`src/rtl/lpc_pkg.sv`:
```
// lpc_pkg: shared types, register indexes and the gamma 2.8 table for the
// led pixel color pipeline. No dependencies.
package lpc_pkg;

  typedef logic [23:0] pixel_t;
  typedef logic [7:0]  chan_t;

  localparam int unsigned CFG_IDX_W = 3;

  // configuration register indexes
  typedef enum logic [CFG_IDX_W-1:0] {
    REG_RECOLOR_EN    = 3'd0,
    REG_RECOLOR_COLOR = 3'd1,
    REG_RAINBOW_EN    = 3'd2,
    REG_RAINBOW_HUE   = 3'd3,
    REG_GAMMA_EN      = 3'd4
  } lpc_reg_e;

  localparam pixel_t PIX_BLACK = 24'h000000;
  localparam pixel_t PIX_WHITE = 24'hFFFFFF;
  localparam chan_t  CHAN_MAX  = 8'hFF;

  // hue wheel: regions of 43 hue steps, remainder scaled by 6
  localparam chan_t HUE_SECTOR = 8'd43;
  localparam chan_t HUE_SCALE  = 8'd6;

  // gamma 2.8 lookup, indexed by channel value
  localparam chan_t GAMMA_LUT [0:255] = '{
    8'd0, 8'd0, 8'd0, 8'd0, 8'd0, 8'd0, 8'd0, 8'd0,
    8'd0, 8'd0, 8'd0, 8'd0, 8'd0, 8'd0, 8'd0, 8'd0,
    8'd0, 8'd0, 8'd0, 8'd0, 8'd0, 8'd0, 8'd0, 8'd0,
    8'd0, 8'd0, 8'd0, 8'd0, 8'd1, 8'd1, 8'd1, 8'd1,
    8'd1, 8'd1, 8'd1, 8'd1, 8'd1, 8'd1, 8'd1, 8'd1,
    8'd1, 8'd2, 8'd2, 8'd2, 8'd2, 8'd2, 8'd2, 8'd2,
    8'd2, 8'd3, 8'd3, 8'd3, 8'd3, 8'd3, 8'd3, 8'd3,
    8'd4, 8'd4, 8'd4, 8'd4, 8'd4, 8'd5, 8'd5, 8'd5,
    8'd5, 8'd6, 8'd6, 8'd6, 8'd6, 8'd7, 8'd7, 8'd7,
    8'd7, 8'd8, 8'd8, 8'd8, 8'd9, 8'd9, 8'd9, 8'd10,
    8'd10, 8'd10, 8'd11, 8'd11, 8'd11, 8'd12, 8'd12, 8'd13,
    8'd13, 8'd13, 8'd14, 8'd14, 8'd15, 8'd15, 8'd16, 8'd16,
    8'd17, 8'd17, 8'd18, 8'd18, 8'd19, 8'd19, 8'd20, 8'd20,
    8'd21, 8'd21, 8'd22, 8'd22, 8'd23, 8'd24, 8'd24, 8'd25,
    8'd25, 8'd26, 8'd27, 8'd27, 8'd28, 8'd29, 8'd29, 8'd30,
    8'd31, 8'd32, 8'd32, 8'd33, 8'd34, 8'd35, 8'd35, 8'd36,
    8'd37, 8'd38, 8'd39, 8'd39, 8'd40, 8'd41, 8'd42, 8'd43,
    8'd44, 8'd45, 8'd46, 8'd47, 8'd48, 8'd49, 8'd50, 8'd50,
    8'd51, 8'd52, 8'd54, 8'd55, 8'd56, 8'd57, 8'd58, 8'd59,
    8'd60, 8'd61, 8'd62, 8'd63, 8'd64, 8'd66, 8'd67, 8'd68,
    8'd69, 8'd70, 8'd72, 8'd73, 8'd74, 8'd75, 8'd77, 8'd78,
    8'd79, 8'd81, 8'd82, 8'd83, 8'd85, 8'd86, 8'd87, 8'd89,
    8'd90, 8'd92, 8'd93, 8'd95, 8'd96, 8'd98, 8'd99, 8'd101,
    8'd102, 8'd104, 8'd105, 8'd107, 8'd109, 8'd110, 8'd112, 8'd114,
    8'd115, 8'd117, 8'd119, 8'd120, 8'd122, 8'd124, 8'd126, 8'd127,
    8'd129, 8'd131, 8'd133, 8'd135, 8'd137, 8'd138, 8'd140, 8'd142,
    8'd144, 8'd146, 8'd148, 8'd150, 8'd152, 8'd154, 8'd156, 8'd158,
    8'd160, 8'd162, 8'd164, 8'd167, 8'd169, 8'd171, 8'd173, 8'd175,
    8'd177, 8'd180, 8'd182, 8'd184, 8'd186, 8'd189, 8'd191, 8'd193,
    8'd196, 8'd198, 8'd200, 8'd203, 8'd205, 8'd208, 8'd210, 8'd213,
    8'd215, 8'd218, 8'd220, 8'd223, 8'd225, 8'd228, 8'd231, 8'd233,
    8'd236, 8'd239, 8'd241, 8'd244, 8'd247, 8'd249, 8'd252, 8'd255
  };

endpackage

```
`src/rtl/lpc_pix_in_if.sv`:
```
// lpc_pix_in_if: valid/ready channel carrying one input pixel item.
// Depends on lpc_pkg.
interface lpc_pix_in_if;
  logic            valid;
  logic            ready;
  lpc_pkg::pixel_t pixel_in;
  logic            frame_end_in;

  modport source (output valid, output pixel_in, output frame_end_in, input ready);
  modport sink   (input valid, input pixel_in, input frame_end_in, output ready);
endinterface

```
`src/rtl/lpc_pix_out_if.sv`:
```
// lpc_pix_out_if: valid/ready channel carrying one result pixel item.
// Depends on lpc_pkg.
interface lpc_pix_out_if;
  logic            valid;
  logic            ready;
  lpc_pkg::pixel_t pixel_out;
  logic            frame_end_out;

  modport source (output valid, output pixel_out, output frame_end_out, input ready);
  modport sink   (input valid, input pixel_out, input frame_end_out, output ready);
endinterface

```
`src/rtl/lpc_cfg_if.sv`:
```
// lpc_cfg_if: configuration write channel, register index and write data.
// Depends on lpc_pkg.
interface lpc_cfg_if;
  logic                              valid;
  logic                              ready;
  logic [lpc_pkg::CFG_IDX_W-1:0]     index;
  logic [23:0]                       data;

  modport source (output valid, output index, output data, input ready);
  modport sink   (input valid, input index, input data, output ready);
endinterface

```
`src/rtl/led_pixel_color_pipeline_unit.sv`:
```
// An accepted item passes through three register stages in order: input,
// recolor/rainbow and gamma. Throughput: one item per cycle while the output
// is ready; each stage advances when the next one is free.
// Reset (rst_ni low, asynchronous) empties all stages and clears every
// configuration register to zero; configuration writes are always accepted.
// Top level of the led pixel color pipeline. Depends on lpc_pkg and the
// lpc_pix_in_if, lpc_pix_out_if and lpc_cfg_if interfaces.
module led_pixel_color_pipeline_unit (
  input  logic                 clk_i,
  input  logic                 rst_ni,
  lpc_cfg_if.sink              cfg_i,
  lpc_pix_in_if.sink           in_i,
  lpc_pix_out_if.source        out_o
);
  import lpc_pkg::*;

  // configuration registers
  logic   recolor_en_q;
  pixel_t recolor_color_q;
  logic   rainbow_en_q;
  chan_t  rainbow_hue_q;
  logic   gamma_en_q;

  // pipeline stages
  logic   a_vld_q, b_vld_q, o_vld_q;
  pixel_t a_pix_q, b_pix_q, o_pix_q;
  logic   a_fe_q, b_fe_q, o_fe_q;
  logic   a_ready, b_ready, o_ready;
  pixel_t recolor_pix, b_pix_d, o_pix_d;
  pixel_t wheel_pix;

  // hue wheel color of a hue position
  function automatic pixel_t wheel_color(input chan_t hue);
    logic [2:0]  region;
    chan_t       base;
    chan_t       rem;
    logic [15:0] prod;
    chan_t       t;
    chan_t       q;
    pixel_t      res;
    if (hue >= 8'(5 * HUE_SECTOR)) begin
      region = 3'd5;
      base   = 8'(5 * HUE_SECTOR);
    end else if (hue >= 8'(4 * HUE_SECTOR)) begin
      region = 3'd4;
      base   = 8'(4 * HUE_SECTOR);
    end else if (hue >= 8'(3 * HUE_SECTOR)) begin
      region = 3'd3;
      base   = 8'(3 * HUE_SECTOR);
    end else if (hue >= 8'(2 * HUE_SECTOR)) begin
      region = 3'd2;
      base   = 8'(2 * HUE_SECTOR);
    end else if (hue >= HUE_SECTOR) begin
      region = 3'd1;
      base   = HUE_SECTOR;
    end else begin
      region = 3'd0;
      base   = 8'd0;
    end
    rem  = 8'((hue - base) * HUE_SCALE);
    // 255 * rem, then keep the upper byte
    prod = {rem, 8'd0} - {8'd0, rem};
    t    = prod[15:8];
    q    = CHAN_MAX - t;
    unique case (region)
      3'd0:    res = {CHAN_MAX, t, 8'd0};
      3'd1:    res = {q, CHAN_MAX, 8'd0};
      3'd2:    res = {8'd0, CHAN_MAX, t};
      3'd3:    res = {8'd0, q, CHAN_MAX};
      3'd4:    res = {t, 8'd0, CHAN_MAX};
      default: res = {CHAN_MAX, 8'd0, q};
    endcase
    return res;
  endfunction

  // configuration writes
  assign cfg_i.ready = 1'b1;

  always_ff @(posedge clk_i or negedge rst_ni) begin
    if (!rst_ni) begin
      recolor_en_q    <= 1'b0;
      recolor_color_q <= PIX_BLACK;
      rainbow_en_q    <= 1'b0;
      rainbow_hue_q   <= 8'd0;
      gamma_en_q      <= 1'b0;
    end else if (cfg_i.valid) begin
      unique case (cfg_i.index)
        REG_RECOLOR_EN:    recolor_en_q    <= cfg_i.data[0];
        REG_RECOLOR_COLOR: recolor_color_q <= cfg_i.data;
        REG_RAINBOW_EN:    rainbow_en_q    <= cfg_i.data[0];
        REG_RAINBOW_HUE:   rainbow_hue_q   <= cfg_i.data[7:0];
        REG_GAMMA_EN:      gamma_en_q      <= cfg_i.data[0];
        default:           ;
      endcase
    end
  end

  // stage flow control, each stage moves when the one after it can take it
  assign o_ready    = !o_vld_q || out_o.ready;
  assign b_ready    = !b_vld_q || o_ready;
  assign a_ready    = !a_vld_q || b_ready;
  assign in_i.ready = a_ready;

  // recolor, then rainbow on pure white
  assign wheel_pix = wheel_color(rainbow_hue_q);

  always_comb begin
    recolor_pix = a_pix_q;
    if (recolor_en_q && (a_pix_q != PIX_BLACK)) begin
      recolor_pix = recolor_color_q;
    end
    b_pix_d = recolor_pix;
    if (rainbow_en_q && (recolor_pix == PIX_WHITE)) begin
      b_pix_d = wheel_pix;
    end
  end

  // gamma lookup per channel
  always_comb begin
    o_pix_d = b_pix_q;
    if (gamma_en_q) begin
      o_pix_d = {GAMMA_LUT[b_pix_q[23:16]], GAMMA_LUT[b_pix_q[15:8]],
                 GAMMA_LUT[b_pix_q[7:0]]};
    end
  end

  // stage valid bits
  always_ff @(posedge clk_i or negedge rst_ni) begin
    if (!rst_ni) begin
      a_vld_q <= 1'b0;
      b_vld_q <= 1'b0;
      o_vld_q <= 1'b0;
    end else begin
      if (a_ready) begin
        a_vld_q <= in_i.valid;
      end
      if (b_ready) begin
        b_vld_q <= a_vld_q;
      end
      if (o_ready) begin
        o_vld_q <= b_vld_q;
      end
    end
  end

  // stage payloads
  always_ff @(posedge clk_i) begin
    if (in_i.valid && a_ready) begin
      a_pix_q <= in_i.pixel_in;
      a_fe_q  <= in_i.frame_end_in;
    end
    if (a_vld_q && b_ready) begin
      b_pix_q <= b_pix_d;
      b_fe_q  <= a_fe_q;
    end
    if (b_vld_q && o_ready) begin
      o_pix_q <= o_pix_d;
      o_fe_q  <= b_fe_q;
    end
  end

  assign out_o.valid         = o_vld_q;
  assign out_o.pixel_out     = o_pix_q;
  assign out_o.frame_end_out = o_fe_q;

  // checks
  a_stall_full: assert property (@(posedge clk_i) disable iff (!rst_ni)
    !in_i.ready |-> (a_vld_q && b_vld_q && o_vld_q))
    else $error("input stalled with an empty stage");

  a_fe_follows: assert property (@(posedge clk_i) disable iff (!rst_ni)
    (a_vld_q && b_ready) |=> (b_vld_q && (b_fe_q == $past(a_fe_q))))
    else $error("frame end lost between stages");

  a_plain_mid: assert property (@(posedge clk_i) disable iff (!rst_ni)
    (a_vld_q && b_ready && !recolor_en_q && !rainbow_en_q)
      |=> (b_pix_q == $past(a_pix_q)))
    else $error("pixel changed with recolor and rainbow off");

  a_plain_out: assert property (@(posedge clk_i) disable iff (!rst_ni)
    (b_vld_q && o_ready && !gamma_en_q) |=> (o_vld_q && (o_pix_q == $past(b_pix_q))))
    else $error("pixel changed with gamma off");

endmodule
```
`src/flat_wrapper.sv`:
```
// flat-port wrapper written by rule: the top's interface ports become plain ports
module led_pixel_color_pipeline_unit_flat import lpc_pkg::*;
  (clk_i, rst_ni, cfg_i_valid, cfg_i_index, cfg_i_data, cfg_i_ready, in_i_valid, in_i_pixel_in, in_i_frame_end_in, in_i_ready, out_o_valid, out_o_pixel_out, out_o_frame_end_out, out_o_ready);
  lpc_cfg_if cfg_i_i ();
  lpc_pix_in_if in_i_i ();
  lpc_pix_out_if out_o_i ();
  input  logic clk_i;
  input  logic rst_ni;
  input wire logic [$bits(cfg_i_i.valid)-1:0] cfg_i_valid;
  input wire logic [$bits(cfg_i_i.index)-1:0] cfg_i_index;
  input wire logic [$bits(cfg_i_i.data)-1:0] cfg_i_data;
  output wire logic [$bits(cfg_i_i.ready)-1:0] cfg_i_ready;
  input wire logic [$bits(in_i_i.valid)-1:0] in_i_valid;
  input wire logic [$bits(in_i_i.pixel_in)-1:0] in_i_pixel_in;
  input wire logic [$bits(in_i_i.frame_end_in)-1:0] in_i_frame_end_in;
  output wire logic [$bits(in_i_i.ready)-1:0] in_i_ready;
  output wire logic [$bits(out_o_i.valid)-1:0] out_o_valid;
  output wire logic [$bits(out_o_i.pixel_out)-1:0] out_o_pixel_out;
  output wire logic [$bits(out_o_i.frame_end_out)-1:0] out_o_frame_end_out;
  input wire logic [$bits(out_o_i.ready)-1:0] out_o_ready;
  assign cfg_i_i.valid = cfg_i_valid;
  assign cfg_i_i.index = cfg_i_index;
  assign cfg_i_i.data = cfg_i_data;
  assign cfg_i_ready = cfg_i_i.ready;
  assign in_i_i.valid = in_i_valid;
  assign in_i_i.pixel_in = in_i_pixel_in;
  assign in_i_i.frame_end_in = in_i_frame_end_in;
  assign in_i_ready = in_i_i.ready;
  assign out_o_valid = out_o_i.valid;
  assign out_o_pixel_out = out_o_i.pixel_out;
  assign out_o_frame_end_out = out_o_i.frame_end_out;
  assign out_o_i.ready = out_o_ready;
  led_pixel_color_pipeline_unit u_core (.clk_i(clk_i), .rst_ni(rst_ni), .cfg_i(cfg_i_i), .in_i(in_i_i), .out_o(out_o_i));
endmodule
```
`config.mk`:
```
export PLATFORM = sky130hd
export DESIGN_NAME = led_pixel_color_pipeline_unit_flat
export DESIGN_NICKNAME = d
export VERILOG_FILES = /design/src/rtl/lpc_pkg.sv /design/src/rtl/lpc_pix_in_if.sv /design/src/rtl/lpc_pix_out_if.sv /design/src/rtl/lpc_cfg_if.sv /design/src/rtl/led_pixel_color_pipeline_unit.sv /design/src/flat_wrapper.sv
export SDC_FILE = /design/constraint.sdc
export NUM_CORES = 1
export LEC_CHECK = 0
export ABC_AREA = 1
export ABC_CLOCK_PERIOD_IN_PS = 5600
export BUFFER_PORTS_ARGS = -buffer_cell sky130_fd_sc_hd__buf_2
export CELL_PAD_IN_SITES_DETAIL_PLACEMENT = 1
export CELL_PAD_IN_SITES_GLOBAL_PLACEMENT = 2
export CORE_MARGIN = 2
export CORE_UTILIZATION = 35
export DETAILED_ROUTE_END_ITERATION = 8
export GPL_TIMING_DRIVEN = 0
export PLACE_DENSITY = 0.87
export SYNTH_ARGS = -nofsm -noshare
export SYNTH_HDL_FRONTEND = slang
export SYNTH_SLANG_ARGS = --single-unit
```
`constraint.sdc`:
```
create_clock -name clk_i -period 5.6 [get_ports clk_i]
set_clock_uncertainty 0.1 [all_clocks]
set_input_delay 0 -clock clk_i [delete_from_list [all_inputs] [get_ports clk_i]]
set_output_delay 0 -clock clk_i [all_outputs]
set_load 0.02 [all_outputs]
```
# Word-level counts from Yosys, hierarchy flattened
# Memories as Yosys holds them, arrays and structs flattened.
# Cells that the tools add are included.
dict set report classes {
  n_bitwise 3
  mul 1
  n_eq_ne 9
  magnitude_cmp 8
  n_mux 20
  n_reduce_logical 19
  n_addsub 3
}
# cell n
set op_table {}
lappend op_table {{$pmux 24 s5} 1}
lappend op_table {{$mux 8} 10}
lappend op_table {{$mux 24} 3}
lappend op_table {{$ge 9x9->1 const B} 3}
lappend op_table {{$not 8->9} 3}
lappend op_table {{$eq 24x24->1 const B} 1}
lappend op_table {{$ge 8x8->1 const B} 3}
lappend op_table {{$reduce_bool 24->1} 1}
lappend op_table {{$sub 16x8->16} 1}
lappend op_table {{$eq 3x2->1 const B} 4}
lappend op_table {{$mux 3} 4}
lappend op_table {{$reduce_and 2->1} 5}
lappend op_table {{$ge 8x6->1 const B} 1}
lappend op_table {{$ge 8x7->1 const B} 1}
lappend op_table {{$mul 8x2->7 const B} 1}
lappend op_table {{$sub 8x8->8} 1}
lappend op_table {{$sub 8x8->8 const A} 1}
lappend op_table {{$eq 3x1->1 const B} 2}
lappend op_table {{$eq 3x3->1 const B} 2}
lappend op_table {{$logic_not 3->1} 2}
lappend op_table {{$mux 6} 1}
lappend op_table {{$logic_and 1x1->1} 5}
lappend op_table {{$logic_not 1->1} 3}
lappend op_table {{$logic_or 1x1->1} 3}
lappend op_table {{$mux 1} 1}
dict set report word_totals {
  in_bits 57
  ff_bits 113
  romBits 6144
  out_inout_bits 28
  wordCells 80
  memories 3
}
# memory depth word_bits rd rd_clocked_by_memory_dff wr line_no
set mem_list {}
lappend mem_list {{(name not given)} 256 8 1 0 0 led_pixel_color_pipeline_unit.sv:123} ;# GAMMA_LUT[b_pix_q[7:0]]};
lappend mem_list {{(name not given)} 256 8 1 0 0 led_pixel_color_pipeline_unit.sv:122} ;# o_pix_d = {GAMMA_LUT[b_pix_q[23:16]], GAMMA_LUT[b_pix_q[15:8]],
lappend mem_list {{(name not given)} 256 8 1 0 0 led_pixel_color_pipeline_unit.sv:122}

# Logic depth before layout (Yosys ltp)
dict set report depth {
  depth_word 12
  mapped_depth 34
}

# Least setup slack after synthesis
# OpenSTA, ideal clock, no wires.
dict set report synth_timing {
  path_kind {register to register}
  startpoint {register u_core.rainbow_hue_q[5]}
  endpoint {register u_core.b_pix_q[9], data pin}
  path_stages_with_launch 23
  setup_time_ns 0.256
  arrival_time_ns 4.228
  path_slack_ns 1.016
  synth_period_minus_slack_ns 4.584
  required_time_ns 5.244
  cell_sequence {dfrtp_1 buf_6 nand3_1 a21oi_1 a2111oi_0 nor2_1 o21a_1 ha_1 fa_1 inv_1 ha_1 fa_1 xor2_1 nor3_1 inv_1 nor3_1 nand2_2 nand2_1 nand2_2 nand2_1 nand2_1 o21ai_1 nand2_1}
}
dict set report synth_via {
  elab_chain_len 12
  elab_cells_between_ends 26
  classes_between {add/sub (3); mul (1); order compare (5); eq/ne (4); mux (12); reduce/logical (1)}
}
# item line_no
set synth_rtl {}
lappend synth_rtl {{start: declaration} led_pixel_color_pipeline_unit.sv:21} ;# chan_t rainbow_hue_q;
lappend synth_rtl {{start signal: assignment} led_pixel_color_pipeline_unit.sv:91} ;# REG_RAINBOW_HUE: rainbow_hue_q <= cfg_i.data[7:0];
lappend synth_rtl {{$ge 8x6->1} led_pixel_color_pipeline_unit.sv:53} ;# end else if (hue >= HUE_SECTOR) begin
lappend synth_rtl {{$mux 6} led_pixel_color_pipeline_unit.sv:53}
lappend synth_rtl {{$mux 8} led_pixel_color_pipeline_unit.sv:50} ;# end else if (hue >= 8'(2 * HUE_SECTOR)) begin
lappend synth_rtl {{$mux 8} led_pixel_color_pipeline_unit.sv:47} ;# end else if (hue >= 8'(3 * HUE_SECTOR)) begin
lappend synth_rtl {{$mux 8} led_pixel_color_pipeline_unit.sv:44} ;# end else if (hue >= 8'(4 * HUE_SECTOR)) begin
lappend synth_rtl {{$mux 8} led_pixel_color_pipeline_unit.sv:41} ;# if (hue >= 8'(5 * HUE_SECTOR)) begin
lappend synth_rtl {{$sub 8x8->8} led_pixel_color_pipeline_unit.sv:60} ;# rem = 8'((hue - base) * HUE_SCALE);
lappend synth_rtl {{$mul 8x2->7} led_pixel_color_pipeline_unit.sv:60}
lappend synth_rtl {{$sub 16x8->16} led_pixel_color_pipeline_unit.sv:62} ;# prod = {rem, 8'd0} - {8'd0, rem};
lappend synth_rtl {{$sub 8x8->8} led_pixel_color_pipeline_unit.sv:64} ;# q = CHAN_MAX - t;
lappend synth_rtl {{$pmux 24 s5 (*)} led_pixel_color_pipeline_unit.sv:65} ;# unique case (region)
lappend synth_rtl {{$mux 24 (*)} led_pixel_color_pipeline_unit.sv:113} ;# if (rainbow_en_q && (recolor_pix == PIX_WHITE)) begin
lappend synth_rtl {{named net u_core.b_pix_d[9]} led_pixel_color_pipeline_unit.sv:29} ;# pixel_t recolor_pix, b_pix_d, o_pix_d;
lappend synth_rtl {{end signal: assignment} led_pixel_color_pipeline_unit.sv:153} ;# b_pix_q <= b_pix_d;
lappend synth_rtl {{end: declaration} led_pixel_color_pipeline_unit.sv:26} ;# pixel_t a_pix_q, b_pix_q, o_pix_q;
# The timed path passes the listed nets; every way through them passes the cells marked *.
# A chain may end at the register's enable or synchronous reset.

# Worst setup path in the final report
dict set report layout_timing {
  startpoint {register u_core.rainbow_hue_q[4]}
  endpoint {register u_core.b_pix_q[17], data pin}
}
# Same word-level chain as after synthesis.

==> results.py <==
metrics = {
    "run_status": {
        "status": "finished, final reports clean",
    },
    "die": {
        "fp.dieW_um": 174,
        "io_pins": 85,
        "die_h_um": 174,
        "fp.coreArea_mm2": 0.0285,
        "die_area_mm2": 0.0301,
        "start_util_pct": 35.3,
        "fp-row-count": 62,
    },
    "timing": {
        "worst_slack_ns": 0.527,
        "slew_viol_final": 0,
        "finalHoldViolations": 0,
        "fin_crit_ns": 5.07,
        "max_slew.worst_pin.slew_ns": 0.986,
        "setup_tns_ns": 0,
        "slew_headroom_pct": 34.2,
        "final-setup-viol-count": 0,
        "period_share_pct": 90.6,
        "grt_setup_unrepaired": "false",
        "holdWs_ns": 0.154,
        "fmax_mhz": 197,
    },
    "synthesis": {
        "synth_async_sr_flop_share_pct": 33.6,
        "synth_cell_types": 55,
        "synth_cells": 1426,
        "seq_area_frac_synth_pct": 31.8,
        "synth_top_area_share_pct": 22.4,
        "syn_nets": 1554,
        "synth-edff-count": 75,
        "synth.avg_cell_area_um2": 7.06,
        "syn_area_mm2": 0.0101,
        "synth.yosys.warnings": 0,
        "synth-main-ff-cell": "edfxtp_1",
        "synth_area_leaders": "edfxtp_1 22%, nand2_1 13%, dfrtp_1 9.4%",
        "yosysTopAreaCell": "edfxtp_1",
        "synth_seq_cells": 113,
    },
    "route": {
        "antenna_left": 0,
        "viasPerCell": 5.60,
        "drc": 0,
        "routed_wl_um": 40900,
        "routedWlPerCell_um": 20.6,
        "drt_iter0_drc": 979,
        "vias": 11138,
        "drtPass1Iterations": 5,
    },
    "hold_path": {
        "hold_path.class": "in2async",
    },
    "critical_path": {
        "slowest_delay_ns": 0.53,
        "crit_top_cell": "inv_1",
        "crit_slowest_cell": "fa_1",
        "path_cells": "inv_1, nand3_1, a21oi_1, a2111oi_2, nor2_1, o21a_1, ha_1, fa_1, inv_1, ha_1, fa_1, xor2_1, nor3_1, inv_1, nor3_1, nand2_2, nand2_1, nand2_2, nand2_1, nand3_1, nand3_1, inv_1",
        "cp-start-kind": "flip-flop",
        "cp.arrival_ns": 5.15,
        "worstPathRequired_ns": 5.68,
        "crit_fanout": 9,
        "reg2reg_from": "u_core.rainbow_hue_q[4]",
        "cp-startpoint": "u_core.rainbow_hue_q[4]",
        "end_kind": "flip-flop",
        "critical_path_class": "reg2reg",
    },
    "grt": {
        "grt_pass1_vias": 11529,
        "grt.total_usage_pct": 27.2,
        "grt_overflow": 0,
        "grt_start_max_net_pins": 39,
        "grt_pass1_wl_um": 64800,
        "antenna_found_initial": 1,
    },
    "cells_and_area": {
        "fillCellCount": 3643,
        "syn2layout_area_growth_pct": 21.6,
        "drive_gt1_share_pct": 11.5,
        "final_nets": 1718,
        "utilization_pct": 42.9,
    },
    "job": {
        "maxCapViolCount": 0,
    },
    "placement": {
        "numPortBuffers": 83,
        "place_ws_ns": 0.136,
        "place_congestion": 0.950,
        "hpwlAfterDp_um": 28900,
    },
    "power": {
        "power_density_mw_per_mm2": 519,
        "p_sw_share_pct": 51.8,
        "p_sw_uw": 3290,
        "p_int_uw": 3070,
        "combPwrFrac_pct": 60.7,
        "totalPowerFinal_uw": 6360,
        "sequentialPowerShare_pct": 20.3,
        "ir_drop_mv": 0.204,
        "p_leak_uw": 0.00550,
        "pwr-share-clk_pct": 19.0,
    },
    "clock_tree": {
        "cts-htree-levels": 4,
        "clock_path_buffers": 2,
        "postCtsSetupBuffers": 0,
        "path_clk_slew_ns": 0.06,
        "cts_sinks": 113,
        "cts_tree": "done",
        "clkLatencyLatePin_ns": 0.43,
        "root_buffer": "clkbuf_16",
        "cts_buffers": 17,
    },
}
-- routing by layer --
layer	part of all wire, %	global-route usage (%)	vias to the layer above
met5	0	0	-
met4	3.4	10.1	0
met3	5.3	4.36	116
met2	49	47.2	432
met1	43	34.0	5394
li1	-	-	5196
-- final cells by class --
| class | count | area, um^2 | share of cell area, % |
|---|---|---|---|
| antenna | 1 | 2.50 | 0.0204 |
| timing repair buffer | 145 | 1050 | 8.54 |
| sequential | 113 | 3200 | 26.2 |
| tap | 384 | 480 | 3.92 |
| multi-input combinational | 1087 | 5990 | 48.9 |
| clock buffer | 20 | 447 | 3.65 |
| clock inverter | 12 | 183 | 1.49 |
| inverter | 165 | 621 | 5.07 |
| buffer | 61 | 274 | 2.24 |
-- cells by family (layout without fill, tap and decap cells) --
| group | after synthesis | in the layout | share of synthesized area (%) |
|---|---|---|---|
| multiplexers | 14 | 14 | 1.57 |
| adder cells (fa/ha/maj) | 71 | 71 | 8.97 |
| XOR/XNOR | 6 | 6 | 0.522 |
| flip-flops | 113 | 113 | 31.8 |
| other | 1 | 2 | 0.0372 |
| AND/OR/NAND/NOR | 649 | 649 | 27.6 |
| AO/OA/AOI/OAI | 346 | 346 | 20.6 |
| buffers and inverters | 226 | 403 | 8.89 |
-- what timing repair did --
item	CTS	global route
setup endpoints to repair	0	24
gates resized for setup	0	3
endpoints found under the hold margin	102	0
hold buffers	61	0
-- flip-flops by register name, summed over array words and instances (netlist names), 8 cells and up --
signal	cells
u_core.a_pix_q	24
u_core.b_pix_q	24
u_core.out_o.pixel_out	24
u_core.rainbow_hue_q	8
u_core.recolor_color_q	24
-- synth_stat cells (14+ instances only) --
cell,n
nand2_1,337
inv_1,159
nor2_1,140
o21ai_0,119
nand3_1,101
a21oi_1,91
edfxtp_1,75
ha_1,69
clkbuf_1,45
dfrtp_1,38
o211ai_1,27
a31oi_1,20
nor3_1,18
o221ai_1,16
mux2_2,14
-- path summary, 6_finish.rpt --
kind	to	slack, ns	cells after the start
setup / recovery	u_core.b_pix_q[17]	0.53	22
hold / removal	u_core.a_vld_q	0.15	2
setup reg to reg	u_core.b_pix_q[17]	0.53	22
hold reg to reg	u_core.b_fe_q	0.34	0
max in group asynchronous	u_core.recolor_color_q[13]	4.66	2
min in group clk_i	u_core.a_pix_q[21]	0.18	2
-- stage by stage --
stage	cell area, um^2	instances
final	12200	1988
after global routing	12200	1988
after CTS	12200	1987
after detailed placement	11000	1894
after global placement	11000	1893
after floorplan	10100	1426
-- power groups by stage --
| stage | Combinational, uW | Sequential (uW) | Clock [uW] |
|---|---|---|---|
| CTS | 3800 | 1280 | 1210 |
| finish | 3860 | 1290 | 1210 |
| floorplan | 2620 | 1300 | 0 |
| global placement | 3660 | 1290 | 0 |
| global route | 4290 | 1310 | 1250 |
| detailed placement | 3740 | 1300 | 0 |
-- worst max-delay path, delay by kind of cell (launching register included) --
family,cells,cell delay (ns)
xor+xnor,1,0.25
simple gates,10,1.61
compound gates,3,0.63
fa+ha+maj,4,1.41
flops,1,0.48
buf+inv,4,0.35
-- cell usage in the layout, fill, tap and decap left out, types with 38 or more instances in the layout --
cell type / n
nand2_1: 337
inv_1: 159
nor2_1: 140
o21ai_0: 119
nand3_1: 101
a21oi_1: 90
buf_2: 89
edfxtp_1: 75
ha_1: 69
dlygate4sd3_1: 61
clkbuf_1: 47
dfrtp_1: 38
(Power assumes the default switching activity.)
